[config.mk]
export PLATFORM = sky130hd
export DESIGN_NAME = sorted_two_key_table
export DESIGN_NICKNAME = d
export VERILOG_FILES = /design/src/rtl/stt_pkg.sv /design/src/rtl/sorted_two_key_table.sv /design/src/rtl/stt_control.sv /design/src/rtl/stt_datapath.sv
export SDC_FILE = /design/constraint.sdc
export NUM_CORES = 1
export LEC_CHECK = 0
export ABC_AREA = 0
export BUFFER_PORTS_ARGS = -buffer_cell sky130_fd_sc_hd__buf_2
export CORE_MARGIN = 2
export CORE_UTILIZATION = 61
export CTS_CLUSTER_SIZE = 10
export DETAILED_ROUTE_END_ITERATION = 16
export PLACE_DENSITY = 0.78
export SLEW_MARGIN = 20
export SYNTH_ARGS = -nofsm -noshare
export SYNTH_HDL_FRONTEND = slang
export SYNTH_HIERARCHICAL = 1
export SYNTH_SLANG_ARGS = --single-unit
[constraint.sdc]
create_clock -name clock -period 8.8 [get_ports clock]
set_input_delay 1.32 -clock clock [delete_from_list [all_inputs] [get_ports clock]]
set_output_delay 1.32 -clock clock [all_outputs]
set_load 0.1 [all_outputs]
[src/rtl/stt_pkg.sv]
package stt_pkg;

   localparam int TABLE_DEPTH_DEFAULT = 16;
   localparam int VALUE_BITS_DEFAULT  = 4;
   localparam int SUIT_BITS           = 8;
   localparam int IN_VALUE_BITS       = 4;
   localparam int OUT_COUNT_BITS      = 5;
   localparam int OUT_TOTAL_BITS      = 8;

   typedef logic [1:0] status_type;

   localparam status_type STATUS_DONE = 2'd0;
   localparam status_type STATUS_FULL = 2'd1;
   localparam status_type STATUS_MISS = 2'd2;

   localparam logic MODE_INSERT = 1'b0;
   localparam logic MODE_DELETE = 1'b1;

   typedef struct packed {
      logic                     mode;
      logic [IN_VALUE_BITS-1:0] card_value;
      logic [SUIT_BITS-1:0]     card_suit;
   } req_type;

   typedef struct packed {
      status_type                status;
      logic [OUT_COUNT_BITS-1:0] entry_count;
      logic [OUT_TOTAL_BITS-1:0] value_total;
      logic                      head_valid;
      logic [IN_VALUE_BITS-1:0]  head_value;
      logic [SUIT_BITS-1:0]      head_suit;
   } rsp_type;

   typedef struct packed {
      logic load;
      logic compare;
      logic apply;
   } cmd_type;

endpackage

[src/rtl/sorted_two_key_table.sv]
// Sorted table of up to TABLE_DEPTH (value, suit) entries kept in ascending order, by value
// then suit. Each request transaction inserts (mode 0) or deletes (mode 1) one entry and
// yields exactly one response transaction with status, count, value sum and head entry.
// Every entry sits in its own cell; all cells compare against the new key in parallel, and
// the cells shift together once the compare results are registered, so a transaction passes
// the accept, compare and shift steps on its way to a registered response, independent of
// table depth. A new request is taken while the previous response waits in its output
// register; the shift step holds only if that response has still not been taken.
module sorted_two_key_table #(
   parameter int TABLE_DEPTH = stt_pkg::TABLE_DEPTH_DEFAULT,
   parameter int VALUE_BITS  = stt_pkg::VALUE_BITS_DEFAULT
) (
   input  logic             clock,
   input  logic             reset,
   input  logic             req_valid,
   output logic             req_stall,
   input  stt_pkg::req_type req_data,
   output logic             rsp_valid,
   input  logic             rsp_stall,
   output stt_pkg::rsp_type rsp_data
);
   import stt_pkg::*;

   localparam logic [OUT_COUNT_BITS-1:0] FULL_COUNT =
      (TABLE_DEPTH > 31) ? OUT_COUNT_BITS'(31) : OUT_COUNT_BITS'(TABLE_DEPTH);

   cmd_type cmd;

   stt_control u_control (
      .clock     (clock),
      .reset     (reset),
      .req_valid (req_valid),
      .req_stall (req_stall),
      .rsp_valid (rsp_valid),
      .rsp_stall (rsp_stall),
      .cmd       (cmd)
   );

   stt_datapath #(
      .TABLE_DEPTH (TABLE_DEPTH),
      .VALUE_BITS  (VALUE_BITS)
   ) u_datapath (
      .clock    (clock),
      .reset    (reset),
      .cmd      (cmd),
      .req_data (req_data),
      .rsp_data (rsp_data)
   );

   a_busy_after_accept: assert property (@(posedge clock) disable iff (reset)
      (req_valid && !req_stall) |=> req_stall)
      else $error("request accepted while previous transaction in flight");

   a_head_matches_count: assert property (@(posedge clock) disable iff (reset)
      rsp_valid |-> (rsp_data.head_valid == (rsp_data.entry_count != '0)))
      else $error("head_valid disagrees with entry_count");

   a_empty_total: assert property (@(posedge clock) disable iff (reset)
      (rsp_valid && (rsp_data.entry_count == '0)) |-> (rsp_data.value_total == '0))
      else $error("non-zero total on empty table");

   a_full_count: assert property (@(posedge clock) disable iff (reset)
      (rsp_valid && (rsp_data.status == STATUS_FULL)) |-> (rsp_data.entry_count == FULL_COUNT))
      else $error("full status with table not full");

endmodule

[src/rtl/stt_control.sv]
module stt_control (
   input  logic             clock,
   input  logic             reset,
   input  logic             req_valid,
   output logic             req_stall,
   output logic             rsp_valid,
   input  logic             rsp_stall,
   output stt_pkg::cmd_type cmd
);
   import stt_pkg::*;

   typedef enum logic [1:0] {
      ST_IDLE,
      ST_COMPARE,
      ST_APPLY
   } state_type;

   state_type state_ff, state_in;
   logic      rsp_valid_ff, rsp_valid_in;
   logic      apply_go;

   assign apply_go = (state_ff == ST_APPLY) && !(rsp_valid_ff && rsp_stall);

   always_comb begin
      state_in     = state_ff;
      rsp_valid_in = rsp_valid_ff && rsp_stall;
      case (state_ff)
         ST_IDLE: begin
            if (req_valid) begin
               state_in = ST_COMPARE;
            end
         end
         ST_COMPARE: begin
            state_in = ST_APPLY;
         end
         ST_APPLY: begin
            if (apply_go) begin
               state_in     = ST_IDLE;
               rsp_valid_in = 1'b1;
            end
         end
         default: begin
            state_in = ST_IDLE;
         end
      endcase
   end

   always_ff @(posedge clock) begin
      if (reset) begin
         state_ff     <= ST_IDLE;
         rsp_valid_ff <= 1'b0;
      end else begin
         state_ff     <= state_in;
         rsp_valid_ff <= rsp_valid_in;
      end
   end

   assign req_stall   = (state_ff != ST_IDLE);
   assign rsp_valid   = rsp_valid_ff;
   assign cmd.load    = (state_ff == ST_IDLE) && req_valid;
   assign cmd.compare = (state_ff == ST_COMPARE);
   assign cmd.apply   = apply_go;

endmodule

[src/rtl/stt_datapath.sv]
module stt_datapath #(
   parameter int TABLE_DEPTH = stt_pkg::TABLE_DEPTH_DEFAULT,
   parameter int VALUE_BITS  = stt_pkg::VALUE_BITS_DEFAULT
) (
   input  logic             clock,
   input  logic             reset,
   input  stt_pkg::cmd_type cmd,
   input  stt_pkg::req_type req_data,
   output stt_pkg::rsp_type rsp_data
);
   import stt_pkg::*;

   localparam int KEY_BITS = VALUE_BITS + SUIT_BITS;
   localparam int CNT_BITS = $clog2(TABLE_DEPTH + 1);
   localparam int TOT_BITS = $clog2(TABLE_DEPTH * ((1 << VALUE_BITS) - 1) + 1);

   logic [KEY_BITS-1:0]   slot_ff [TABLE_DEPTH];
   logic [KEY_BITS-1:0]   slot_in [TABLE_DEPTH];
   logic [KEY_BITS-1:0]   prev_key [TABLE_DEPTH];
   logic [KEY_BITS-1:0]   next_key [TABLE_DEPTH];
   logic [TABLE_DEPTH-1:0] prev_ins;

   logic                  mode_ff;
   logic [KEY_BITS-1:0]   key_ff;
   logic [VALUE_BITS-1:0] val_ff;

   logic [TABLE_DEPTH-1:0] ge_ff, ge_in;
   logic [TABLE_DEPTH-1:0] eq_ff, eq_in;
   logic [TABLE_DEPTH-1:0] ins_ff, ins_in;
   logic                   full_ff, full_in;

   logic [CNT_BITS-1:0] count_ff, count_in;
   logic [TOT_BITS-1:0] total_ff, total_in;
   status_type          status_in;
   rsp_type             rsp_ff, rsp_in;
   logic                found;

   always_comb begin
      logic cell_valid;
      for (int i = 0; i < TABLE_DEPTH; i++) begin
         cell_valid = (CNT_BITS'(i) < count_ff);
         ge_in[i]   = cell_valid && (slot_ff[i] >= key_ff);
         eq_in[i]   = cell_valid && (slot_ff[i] == key_ff);
         ins_in[i]  = ge_in[i] || (CNT_BITS'(i) == count_ff);
      end
      full_in = (count_ff == CNT_BITS'(TABLE_DEPTH));
   end

   // neighbour taps of the cell row
   always_comb begin
      prev_key[0] = key_ff;
      prev_ins[0] = 1'b0;
      for (int i = 1; i < TABLE_DEPTH; i++) begin
         prev_key[i] = slot_ff[i-1];
         prev_ins[i] = ins_ff[i-1];
      end
      for (int i = 0; i < TABLE_DEPTH - 1; i++) begin
         next_key[i] = slot_ff[i+1];
      end
      next_key[TABLE_DEPTH-1] = slot_ff[TABLE_DEPTH-1];
   end

   assign found = |eq_ff;

   always_comb begin
      slot_in   = slot_ff;
      count_in  = count_ff;
      total_in  = total_ff;
      status_in = STATUS_DONE;
      if (mode_ff == MODE_INSERT) begin
         if (full_ff) begin
            status_in = STATUS_FULL;
         end else begin
            for (int i = 0; i < TABLE_DEPTH; i++) begin
               if (ins_ff[i]) begin
                  slot_in[i] = prev_ins[i] ? prev_key[i] : key_ff;
               end
            end
            count_in = count_ff + CNT_BITS'(1);
            total_in = total_ff + TOT_BITS'(val_ff);
         end
      end else begin
         if (!found) begin
            status_in = STATUS_MISS;
         end else begin
            for (int i = 0; i < TABLE_DEPTH; i++) begin
               if (ge_ff[i]) begin
                  slot_in[i] = next_key[i];
               end
            end
            count_in = count_ff - CNT_BITS'(1);
            total_in = total_ff - TOT_BITS'(val_ff);
         end
      end
   end

   always_comb begin
      rsp_in.status      = status_in;
      rsp_in.entry_count = (32'(count_in) > 32'd31) ? OUT_COUNT_BITS'(31)
                                                    : OUT_COUNT_BITS'(count_in);
      rsp_in.value_total = (32'(total_in) > 32'd255) ? OUT_TOTAL_BITS'(255)
                                                     : OUT_TOTAL_BITS'(total_in);
      rsp_in.head_valid  = (count_in != '0);
      if (rsp_in.head_valid) begin
         rsp_in.head_value = IN_VALUE_BITS'(slot_in[0][KEY_BITS-1:SUIT_BITS]);
         rsp_in.head_suit  = slot_in[0][SUIT_BITS-1:0];
      end else begin
         rsp_in.head_value = '0;
         rsp_in.head_suit  = '0;
      end
   end

   always_ff @(posedge clock) begin
      if (cmd.load) begin
         mode_ff <= req_data.mode;
         val_ff  <= VALUE_BITS'(req_data.card_value);
         key_ff  <= {VALUE_BITS'(req_data.card_value), req_data.card_suit};
      end
      if (cmd.compare) begin
         ge_ff   <= ge_in;
         eq_ff   <= eq_in;
         ins_ff  <= ins_in;
         full_ff <= full_in;
      end
      if (cmd.apply) begin
         slot_ff <= slot_in;
         rsp_ff  <= rsp_in;
      end
   end

   always_ff @(posedge clock) begin
      if (reset) begin
         count_ff <= '0;
         total_ff <= '0;
      end else if (cmd.apply) begin
         count_ff <= count_in;
         total_ff <= total_in;
      end
   end

   assign rsp_data = rsp_ff;

endmodule
# Word level (Yosys, flattened, before mapping)
# Cells that the tools add are included.
# Widths: inputs -> output; s select.
[classes]
n_addsub = 4
magnitude_cmp = 32
eq_ne = 52
muxes = 63
n_bitwise = 2
reduce_logical = 87
[ops]
columns = ["operator", "n"]
rows = [
  ["$mux 192", 3],
  ["$mux 12", 46],
  ["$eq 12x12->1", 16],
  ["$ge 12x12->1", 16],
  ["$reduce_and 5->1", 14],
  ["$eq 4x5->1 const A", 8],
  ["$lt 4x5->1 const A", 8],
  ["$logic_and 1x1->1", 35],
  ["$ne 2x2->1 const B", 16],
  ["$reduce_bool 2->1", 15],
  ["$mux 8", 3],
  ["$eq 3x5->1 const A", 4],
  ["$lt 3x5->1 const A", 4],
  ["$logic_or 1x1->1", 16],
  ["$reduce_or 16->1", 1],
  ["$mux 5", 3],
  ["$eq 2x5->1 const A", 2],
  ["$lt 1x5->1 const A", 2],
  ["$lt 2x5->1 const A", 2],
  ["$add 8x4->8", 1],
  ["$mux 2", 4],
  ["$sub 8x4->8", 1],
  ["$pmux 2 s3", 1],
  ["$add 5x1->5 const B", 1],
  ["other kinds (14)", 18],
]
[totals]
register_bits = 301
in_bits = 17
output_inout_bits = 30
word_cells = 273

# Logic depth before layout (Yosys ltp)
[logic_depth]
ltp_word = 5
depth_mapped = 10
depth_no_buf = 9

# By module
# Netlist, hierarchy kept.
[modules_own_cells]
columns = ["module", "n_inst", "cells_per_inst", "area_per_inst_um2", "seq_area_each_um2"]
rows = [
  ["stt_datapath", 1, 1751, 18702.9, 8698.3],
  ["stt_control", 1, 16, 146.4, 60.1],
]

# Worst setup path after synthesis
# No wires, ideal clock.
[synth_timing]
kind = "input port to flip-flop"
start = "in rsp_stall"
end = "reg u_datapath.slot_ff, in the netlist u_datapath/next_key[100] (enable)"
setup_ns = 0.380
arrival_time_ns = 2.927
required_ns = 8.420
slack_ns = 5.493
cell_stages = 6
n_path_buf = 3
cell_sequence = "a21oi_1 buf_4 nand2_1 clkbuf_1 clkbuf_1 nor2_1"
[synth_rtl]
columns = ["item", "line_no", "text"]
rows = [
  ["start: declaration", "sorted_two_key_table.sv:19", "input logic rsp_stall,"],
  ["end signal: assignment", "stt_datapath.sv:126", "slot_ff <= slot_in;"],
  ["end: declaration", "stt_datapath.sv:17", "logic [KEY_BITS-1:0] slot_ff [TABLE_DEPTH];"],
]

==> summary.txt <==
Critical path
  – Delay-heaviest family, CP: compound AO/OA/AOI/OAI gates
  – Critical path fanouts, max: 19
  – Crit path capture type: flip-flop
  – CP arrival: 4.53 ns
  – Worst path cell trace: inv_1, buf_4, ha_1, nor2b_1, o21ai_0, nand2b_1, a2111oi_0, a2111oi_0, a2111o_1
  – Critical-path top delay cell: edfxtp_1
  – Crit Path Class: reg2reg
  – Crit-path most repeated cell: a2111oi_0
  – Critical Path RT: 9.19 ns
  – Slowest stage delay, CP: 0.94 ns
  – Crit start category: flip-flop
  – Crit path buf inv count: 2

Run status
  – Outcome: finished clean

Power and ir drop
  – Peak VDD IR: 0.160 mV
  – Pwr dens: 169 nW/um2
  – Leakage: 8.66 nW

Die
  – Die area: 32,300 um2
  – Core area: 30,500 um2
  – Starting Density: 0.618
  – Die W: 180 um
  – Top Ports: 47
  – Cell row count: 64
  – Die Y: 180 um

Logic synthesis
  – Synth async-reset ratio: 0
  – Yosys warnings: 6
  – Synth Instances: 1,767
  – Synth Net Count: 1,990
  – Seq/Total Area, Yosys: 0.465
  – Most common flop cell mapped by yosys: edfxtp_1
  – Synth Area per Inst: 10.7 um2
  – Mapped cell area: 18,800 um2
  – Post-synth cell types: 66
  – EDFF count, synth: 281
  – Yosys reg bits: 297

STA
  – Slew at the pin closest to its max-slew limit: 1.24 ns
  – Final period demand of the worst path: 4.14 ns
  – Maximum operating frequency: 242 MHz
  – Final worst path period share: 0.470
  – Max-slew headroom: 0.175
  – # setup viols final: 0
  – RSZ-0062 raised after global routing: false
  – Setup TNS Final: 0 ns
  – Final Skew: 0.0187 ns
  – Final Max Tran Viols: 0
  – Final Hold Viols: 0

Placement
  – Routability cong.: 0.907
  – Dpl cells: 2,120
  – Final HPWL DP: 36,900 um
  – Port bufs: 46

Clock tree
  – Clock buffer depth: 3
  – CTS tree: yes
  – Post-CTS setup buffer count: 0
  – CTS root buffer: clkbuf_16
  – H-Tree Depth: 2
  – Clk Latency, worst-skew pair: 0.52 ns
  – Num CTS Buffers: 36
  – Clk pin slew, worst setup/hold paths: 0.06 ns
  – Hold buffer count at CTS: 0
  – CTS resizes: 0
  – Clock sink total: 297

Global route
  – First-pass GRT wire length: 84,700 um
  – Largest net degree at the start of global routing: 102
  – Vias in the first global route: 15,100
  – Antenna violations before repair: 0
  – GRT Util Overall: 0.334
  – Total gr overflow: 0

Job
  – Max Cap Viol: 0

Route
  – Post-DR vias/cell: 6.87
  – Via count: 15,000
  – Post-route ant nets: 0
  – Initial DRC count: 1,773
  – Routed WL: 54,900 um
  – Residual DRC count: 0
  – First-pass DRT Iterations: 5
  – DR WL/cell: 25.2 um

Worst hold path
  – Hold Path Class: reg2reg

Final layout
  – Fillers: 2,288
  – Multi-input gate area: 9460 um2
  – Antenna cells: 0
  – Share of layout cells above drive strength 1: 0.0746
  – Final #Nets: 1,985
  – Final std cells w/o fill: 2,179
  – P&R area growth vs syn: 8.12%
  – Sequential Area: 8760 um2
## area by class of cell
| class | instances | share of cell area |
|---|---|---|
| Clock buffer | 55 | 0.0487 |
| Clock inverter | 4 | 0.00141 |
| Inverter | 59 | 0.0109 |
| Multi-Input combinational cell | 1297 | 0.464 |
| Sequential cell | 297 | 0.430 |
| Tap cell | 396 | 0.0243 |
| Timing Repair Buffer | 71 | 0.0205 |
## report_power, final
part	leakage, nW	internal [mW]	switching (mW)	total (mW)
clock	0.488	0.774	0.564	1.34
sequential	2.71	1.59	0.0517	1.64
combinational	5.47	0.158	0.297	0.455
## sequential cells by signal (all words and copies together) (netlist names)
register and flops:
u_datapath/rsp_data 28, u_datapath/next_key 180, u_datapath/full_ff 1, u_datapath/mode_ff 1, u_datapath/key_ff 12, u_control/rsp_valid 1, u_datapath/eq_ff 16, u_datapath/ge_ff 15
u_control/state_ff 2, u_datapath/ins_ff 16, u_datapath/prev_key 12, u_datapath/total_ff 8, u_datapath/count_ff 5
## layout by cell type, fill, tap and decap left out, types with 8 or more instances in the layout
master	n
edfxtp_1	281
nand2_1	224
ha_1	204
mux2i_1	198
o21ai_0	180
a21oi_1	79
nor2_1	76
a21o_1	76
inv_1	57
buf_2	46
clkbuf_16	37
nand4_1	33
buf_4	25
and3_1	24
clkbuf_1	18
o22ai_1	18
dfxtp_1	16
a31oi_1	16
nor2b_1	13
and2_1	13
nand3_1	12
nand2b_1	9
a211oi_1	8
nor3_1	8
## worst register-to-register path, stage by stage (launching register included)
cell and delay (ns):
edfxtp_1 0.94, inv_1 0.50, buf_4 0.35, ha_1 0.32, nor2b_1 0.15, o21ai_0 0.22
nand2b_1 0.11, a2111oi_0 0.94, a2111oi_0 0.14, a2111o_1 0.34
## stage by stage
stage / instance area [um2] / utilization / power, mW / worst slack [ns] / hold slack (ns)
detailed placement: 19300 / 0.634 / 2.11 / 4.45 / 0.490
CTS: 20400 / 0.668 / 3.43 / 4.87 / 0.498
global placement: 19300 / 0.634 / 2.08 / 4.58 / 0.483
floorplan: 18800 / - / 1.97 / 5.49 / 0.460
global route: 20400 / 0.668 / 3.54 / 4.47 / 0.522
finish: 20400 / 0.668 / 3.44 / 4.66 / 0.504
## cells by family after synthesis
family                     Yosys count  share of synthesized area
AOI/OAI and AO/OA                  430                      0.138
buffers and inverters              173                     0.0350
muxes                              199                      0.106
adders and majority gates          206                      0.138
DFF                                297                      0.465
and+or+nand+nor                    449                      0.113
xor gates and xnor gates            13                    0.00604
## final timing paths
check             depth (start not counted)                                  end                           startpoint  slack (ns)
setup / recovery                          9  u_datapath/total_ff[5]$_SDFFE_PP0P_       u_datapath/key_ff[9]$_DFFE_PP_        4.66
setup reg to reg                          9  u_datapath/total_ff[5]$_SDFFE_PP0P_       u_datapath/key_ff[9]$_DFFE_PP_        4.66
hold / removal                            2  u_datapath/total_ff[0]$_SDFFE_PP0P_  u_datapath/total_ff[0]$_SDFFE_PP0P_        0.50
hold reg to reg                           2  u_datapath/total_ff[0]$_SDFFE_PP0P_  u_datapath/total_ff[0]$_SDFFE_PP0P_        0.50
## cells in the mapped netlist, types with 24 or more instances
| cell type | count | area [um2] |
|---|---|---|
| a21oi_1 | 80 | 400 |
| ha_1 | 204 | 2550 |
| and3_1 | 24 | 150 |
| clkbuf_1 | 102 | 383 |
| mux2i_1 | 198 | 1980 |
| edfxtp_1 | 281 | 8440 |
| o21ai_0 | 180 | 901 |
| a21o_1 | 76 | 571 |
| inv_1 | 58 | 218 |
| nand4_1 | 33 | 206 |
| nand2_1 | 224 | 841 |
| nor2_1 | 77 | 289 |
## routing by layer
| metal | up-vias | track usage | share of wire |
|---|---|---|---|
| li1 | 6577 | - | - |
| met3 | 210 | 0.0741 | 0.099 |
| met1 | 7277 | 0.433 | 0.39 |
| met2 | 898 | 0.541 | 0.47 |
| met4 | 0 | 0.145 | 0.045 |
| met5 | - | 0 | 0 |
Note: power is estimated with default switching activity, not from simulation.
